<file path="src/rtl/assert_macros.svh">
`ifndef ASSERT_MACROS_SVH
`define ASSERT_MACROS_SVH

// Condition must hold in the same cycle.
`define MTKD_ASSERT_NOW(label, ante, cons, msg) \
  label: assert property (@(posedge clk) disable iff (!rst_n) (ante) |-> (cons)) \
    else $error(msg);

// Condition must hold in the next cycle.
`define MTKD_ASSERT_NEXT(label, ante, cons, msg) \
  label: assert property (@(posedge clk) disable iff (!rst_n) (ante) |=> (cons)) \
    else $error(msg);

`endif

</file>
<file path="src/rtl/mtkd_pkg.sv">
`timescale 1ns / 1ps
`default_nettype none
package mtkd_pkg;

  localparam int IDX_W  = 10;
  localparam int OFS_W  = 22;
  localparam int SKIP_W = OFS_W - 2;

  localparam logic [IDX_W-1:0] IDX_END   = 10'd624;
  localparam logic [IDX_W-1:0] LAST_WORD = 10'd623;
  localparam logic [IDX_W-1:0] MID_OFS   = 10'd397;
  localparam logic [IDX_W-1:0] WRAP_LIM  = 10'd227;

  localparam logic [31:0] MATRIX_A   = 32'h9908_b0df;
  localparam logic [31:0] SEED_MULT  = 32'd1812433253;
  localparam logic [31:0] TEMPER_B   = 32'h9d2c_5680;
  localparam logic [31:0] TEMPER_C   = 32'hefc6_0000;
  localparam logic [31:0] SEED_RESET = 32'd5489;

  // register index, taken from paddr[2]
  localparam logic REG_SEED   = 1'b0;
  localparam logic REG_OFFSET = 1'b1;

  typedef struct packed {
    logic capture;
    logic seed_init;
    logic seed_mul;
    logic seed_add;
    logic skip_step;
    logic tw_prime;
    logic tw_issue;
    logic tw_done;
    logic rd_issue;
    logic temper;
    logic out_load;
  } mtkd_cmd_t;

  typedef struct packed {
    logic need_draw;
    logic seed_last;
    logic skip_zero;
    logic idx_end;
    logic tw_last;
  } mtkd_sts_t;

  function automatic logic [31:0] mt_temper(input logic [31:0] w);
    logic [31:0] y;
    y = w ^ (w >> 11);
    y = y ^ ((y << 7) & TEMPER_B);
    y = y ^ ((y << 15) & TEMPER_C);
    y = y ^ (y >> 18);
    return y;
  endfunction

endpackage
`default_nettype wire

</file>
<file path="src/rtl/mtkd_ctrl.sv">
`timescale 1ns / 1ps
`default_nettype none
module mtkd_ctrl (
  input  wire logic               clk,
  input  wire logic               rst_n,
  input  wire logic               in_valid,
  input  wire logic               in_first,
  output logic                    in_ready,
  input  wire logic               out_ready,
  output logic                    out_valid,
  input  wire mtkd_pkg::mtkd_sts_t sts,
  output mtkd_pkg::mtkd_cmd_t     cmd
);
  import mtkd_pkg::*;

  typedef enum logic [11:0] {
    S_IDLE      = 12'b0000_0000_0001,
    S_SEED_INIT = 12'b0000_0000_0010,
    S_SEED_MUL  = 12'b0000_0000_0100,
    S_SEED_ADD  = 12'b0000_0000_1000,
    S_SKIP      = 12'b0000_0001_0000,
    S_CHECK     = 12'b0000_0010_0000,
    S_TW_PRIME  = 12'b0000_0100_0000,
    S_TW_RUN    = 12'b0000_1000_0000,
    S_TW_LAST   = 12'b0001_0000_0000,
    S_READ      = 12'b0010_0000_0000,
    S_TEMPER    = 12'b0100_0000_0000,
    S_OUT       = 12'b1000_0000_0000
  } state_t;

  state_t state_r, state_nxt;
  logic   out_valid_r, out_valid_nxt;

  always_comb begin
    state_nxt = state_r;
    cmd       = '0;
    in_ready  = 1'b0;
    case (state_r)
      S_IDLE: begin
        in_ready = 1'b1;
        if (in_valid) begin
          cmd.capture = 1'b1;
          state_nxt   = in_first ? S_SEED_INIT : S_CHECK;
        end
      end
      S_SEED_INIT: begin
        cmd.seed_init = 1'b1;
        state_nxt     = S_SEED_MUL;
      end
      S_SEED_MUL: begin
        cmd.seed_mul = 1'b1;
        state_nxt    = S_SEED_ADD;
      end
      S_SEED_ADD: begin
        cmd.seed_add = 1'b1;
        state_nxt    = sts.seed_last ? S_SKIP : S_SEED_MUL;
      end
      S_SKIP: begin
        if (sts.skip_zero) begin
          state_nxt = S_CHECK;
        end else if (sts.idx_end) begin
          state_nxt = S_TW_PRIME;
        end else begin
          cmd.skip_step = 1'b1;
        end
      end
      S_CHECK: begin
        if (!sts.need_draw) begin
          state_nxt = S_OUT;
        end else if (sts.idx_end) begin
          state_nxt = S_TW_PRIME;
        end else begin
          state_nxt = S_READ;
        end
      end
      S_TW_PRIME: begin
        cmd.tw_prime = 1'b1;
        state_nxt    = S_TW_RUN;
      end
      S_TW_RUN: begin
        cmd.tw_issue = 1'b1;
        if (sts.tw_last) state_nxt = S_TW_LAST;
      end
      S_TW_LAST: begin
        // last write of the twist lands this cycle
        cmd.tw_done = 1'b1;
        state_nxt   = S_SKIP;
      end
      S_READ: begin
        cmd.rd_issue = 1'b1;
        state_nxt    = S_TEMPER;
      end
      S_TEMPER: begin
        cmd.temper = 1'b1;
        state_nxt  = S_OUT;
      end
      S_OUT: begin
        if (!out_valid_r || out_ready) begin
          cmd.out_load = 1'b1;
          state_nxt    = S_IDLE;
        end
      end
      default: begin
        state_nxt = S_IDLE;
      end
    endcase
  end

  always_comb begin
    out_valid_nxt = out_valid_r;
    if (cmd.out_load) begin
      out_valid_nxt = 1'b1;
    end else if (out_ready) begin
      out_valid_nxt = 1'b0;
    end
  end

  always_ff @(posedge clk) begin
    if (!rst_n) begin
      state_r     <= S_IDLE;
      out_valid_r <= 1'b0;
    end else begin
      state_r     <= state_nxt;
      out_valid_r <= out_valid_nxt;
    end
  end

  assign out_valid = out_valid_r;

endmodule
`default_nettype wire

</file>
<file path="config.mk">
export PLATFORM = sky130hd
export DESIGN_NAME = mtkd_ctrl
export DESIGN_NICKNAME = d
export VERILOG_FILES = /design/src/rtl/assert_macros.svh /design/src/rtl/mtkd_pkg.sv /design/src/rtl/mtkd_ctrl.sv
export SDC_FILE = /design/constraint.sdc
export NUM_CORES = 1
export LEC_CHECK = 0
export BUFFER_PORTS_ARGS = -buffer_cell sky130_fd_sc_hd__buf_2
export CORE_MARGIN = 3
export CORE_UTILIZATION = 43
export DETAILED_ROUTE_END_ITERATION = 10
export GPL_TIMING_DRIVEN = 0
export PLACE_DENSITY = 0.7
export SETUP_SLACK_MARGIN = 0.4
export SYNTH_ARGS = -nofsm -noshare
export SYNTH_HDL_FRONTEND = slang
export SYNTH_SLANG_ARGS = --single-unit
</file>
<file path="constraint.sdc">
create_clock -name clk -period 1.65 [get_ports clk]
set_clock_uncertainty 0.05 [all_clocks]
set_input_delay 0.495 -clock clk [delete_from_list [all_inputs] [get_ports clk]]
set_output_delay 0.495 -clock clk [all_outputs]
set_load 0.01 [all_outputs]
</file>
==> flow_summary.yaml <==
outcome:
  status: "finished with violations"
  violations: "setup timing"
power:
  power_uw: 906
  p_per_area_nw_per_um2: 577
  ir_drop_mv: 0.546
  p_leak_uw: 0.000637
final_layout:
  post-route-util: 0.880
  n_antenna_cell: 0
  area_delta_synth_final_pct: 85.8
  drive_gt1_frac: 0.673
  nNetsFinal: 167
  fin_cells: 181
grt:
  track_usage: 0.257
  antenna_found_initial: 0
  grt_pass1_vias: 991
  grt_pass1_wl_mm: 4.84
  gr-total-overflow: 0
  grt_max_degree: 10
critical_path:
  cp_data_arrival_time_ps: 1840
  crit_required_ps: 1100
  critPathLaunchType: "register"
  path_class: "register to output pin"
  cp-end-kind: "output pin"
  critical_path_peak_fanout: 5
synth:
  muxShareOfSynthArea: 0
  synth-async-reset-ratio: 0
  synth-compound-area-share: 0.191
  synth_top_family_by_area: "simple AND/OR/NAND/NOR gates"
  ys_warn_count: 0
  ys_seq_area_frac: 0.308
  synth-adder-area-share: 0
  synth.cell_area_um2: 845
  yosys.area_share.xor_xnor: 0.0311
  synthesis.nets: 108
  synth_area_per_cell_um2: 8.62
  ys_ff_latch: 13
  synth_cell_type_count: 41
  yosys.area_share.simple: 0.441
  netlist_instances: 98
  ys_dominant_reg_cell: "dfxtp_1"
  synth_edf_count: 0
timing:
  relSlewSlack: 0.698
  finalHoldViolCount: 0
  rsz0062_at_grt: "true"
  finalWorstSetupSlack_ps: -730
  worst_pin_slew_ps: 451
  final.min_clock_period_ps: 2380
  final.period_utilization: 1.44
  setup_violations: 24
  finalMaxSlewViolations: 0
  max_clock_freq_mhz: 420
min_path:
  hold_path.class: "input pin to register"
flow_run:
  max_cap_violations: 0
die:
  coreArea_um2: 1780
  die_w_um: 50.3
  top_level_ports: 23
  die_area_um2: 2530
  fp.dieH_um: 50.3
  num_rows: 15
  initial_utilization: 0.474
cts:
  holdBufCountCts: 0
  h-tree-depth: 1
  cts_tree: "built"
  insertion_delay_ps: 280
  clkTransAtPathRegs_ps: 90
  cts_sinks: 13
  cts_buffers: 3
  cts_max_path_buffers: 2
  cts_root_buf: "clkbuf_4"
detailed_routing:
  vias: 1048
  drt_iter0_drc: 47
  ant_nets: 0
  post_drt_wl_per_cell_um: 18.2
  drc: 0
  drt_pass1_iterations: 4
  drt-vias-per-instance: 5.79
  wl_mm: 3.29
place:
  dp.cells: 145
  finalWeightedCongestion: 0.818
  numPortBuffers: 22
  dp_hpwl_mm: 1.71
final timing paths:
check	startpoint	to	slack, ps	cells past startpoint
worst max register to register	state_r[6]	state_r[6]	-560	8
worst max-delay path	state_r[6]	cmd[9]	-730	6
worst min-delay path	sts[1]	state_r[9]	390	2
worst min register to register	state_r[4]	state_r[5]	550	2
sequential cells by signal, indices dropped and copies added (netlist names):
register	cells
state_r	12
out_valid	1
cell type report:
class	instances	area, um^2
Fill cell	90	214
Sequential cell	13	282
Timing Repair Buffer	54	437
Clock buffer	4	26.3
Buffer	3	30.0
Multi-Input combinational cell	82	763
Tap cell	25	31.3
per-layer routing:
| layer | GRT usage | share of wire | routed length, um | vias to the layer above |
|---|---|---|---|---|
| met5 | 0 | 0 | 0 | - |
| met4 | 0.148 | 0.039 | 129 | 0 |
| met3 | 0.0326 | 0.070 | 231 | 15 |
| met2 | 0.413 | 0.47 | 1560 | 57 |
| met1 | 0.328 | 0.42 | 1370 | 492 |
| li1 | - | - | - | 484 |
stage by stage:
| stage | hold WS [ps] | worst slack, ps | setup TNS, ps | cell area [um^2] |
|---|---|---|---|---|
| finish | 394 | -730 | -11180 | 1570 |
| global route | 393 | -808 | -12910 | 1570 |
| CTS | 383 | -616 | -8230 | 1450 |
| global placement | 519 | -323 | -3350 | 1120 |
| detailed placement | 532 | -336 | -3420 | 1120 |
| floorplan | 514 | -153 | -567 | 982 |
cell usage after synthesis, types with 2 or more instances:
| library cell | number | area (um^2) |
|---|---|---|
| a21oi_1 | 2 | 10.0 |
| o32ai_1 | 2 | 17.5 |
| a22oi_1 | 2 | 15.0 |
| dfxtp_1 | 13 | 260 |
| nand2b_1 | 5 | 31.3 |
| nand3b_1 | 2 | 15.0 |
| xor2_1 | 2 | 17.5 |
| nor3_1 | 5 | 25.0 |
| nor2b_1 | 4 | 25.0 |
| and3_1 | 4 | 25.0 |
| o21ai_0 | 6 | 30.0 |
| nand2_1 | 6 | 22.5 |
| nor4_1 | 4 | 25.0 |
| nor2_1 | 10 | 37.5 |
| nor3_2 | 2 | 20.0 |
| and2_1 | 4 | 25.0 |
kinds of logic (layout without fill, tap and decap cells):
family / after synthesis / in the layout
AO/OA/AOI/OAI: 20 / 20
flip-flops: 13 / 13
AND/OR/NAND/NOR: 59 / 59
buffers and inverters: 3 / 61
XOR/XNOR: 3 / 3
cells in the final DEF, fill, tap and decap left out, types with 4 or more instances in the layout:
master,instances
nor2b_1,4
buf_6,19
dfxtp_4,4
o21ai_0,6
nor2_2,4
buf_2,13
dfxtp_1,4
nor3_4,5
nor4_4,4
buf_4,25
nand2b_1,5
dfxtp_2,5
nor2_4,4
critical path, stage by stage (launching register included):
cell and delay [ps]:
dfxtp_2 330, buf_6 110, nor4_4 390, nand2_2 210, buf_4 190, nor4_4 150, buf_2 180
what timing repair did:
action | 4_1_cts | 5_1_grt
pin swaps | 19 | 7
setup buffers | 21 | 11
resized for setup | 34 | 10
endpoints found under the setup margin | 26 | 26
gates cloned | 0 | 0
power breakdown:
part | total, uW | internal [uW] | switching, uW
Combinational | 363 | 185 | 178
Clock | 210 | 93.9 | 116
Sequential | 333 | 319 | 13.8
Total | 906 | 598 | 308
Note: power is estimated with default switching activity, not from simulation.
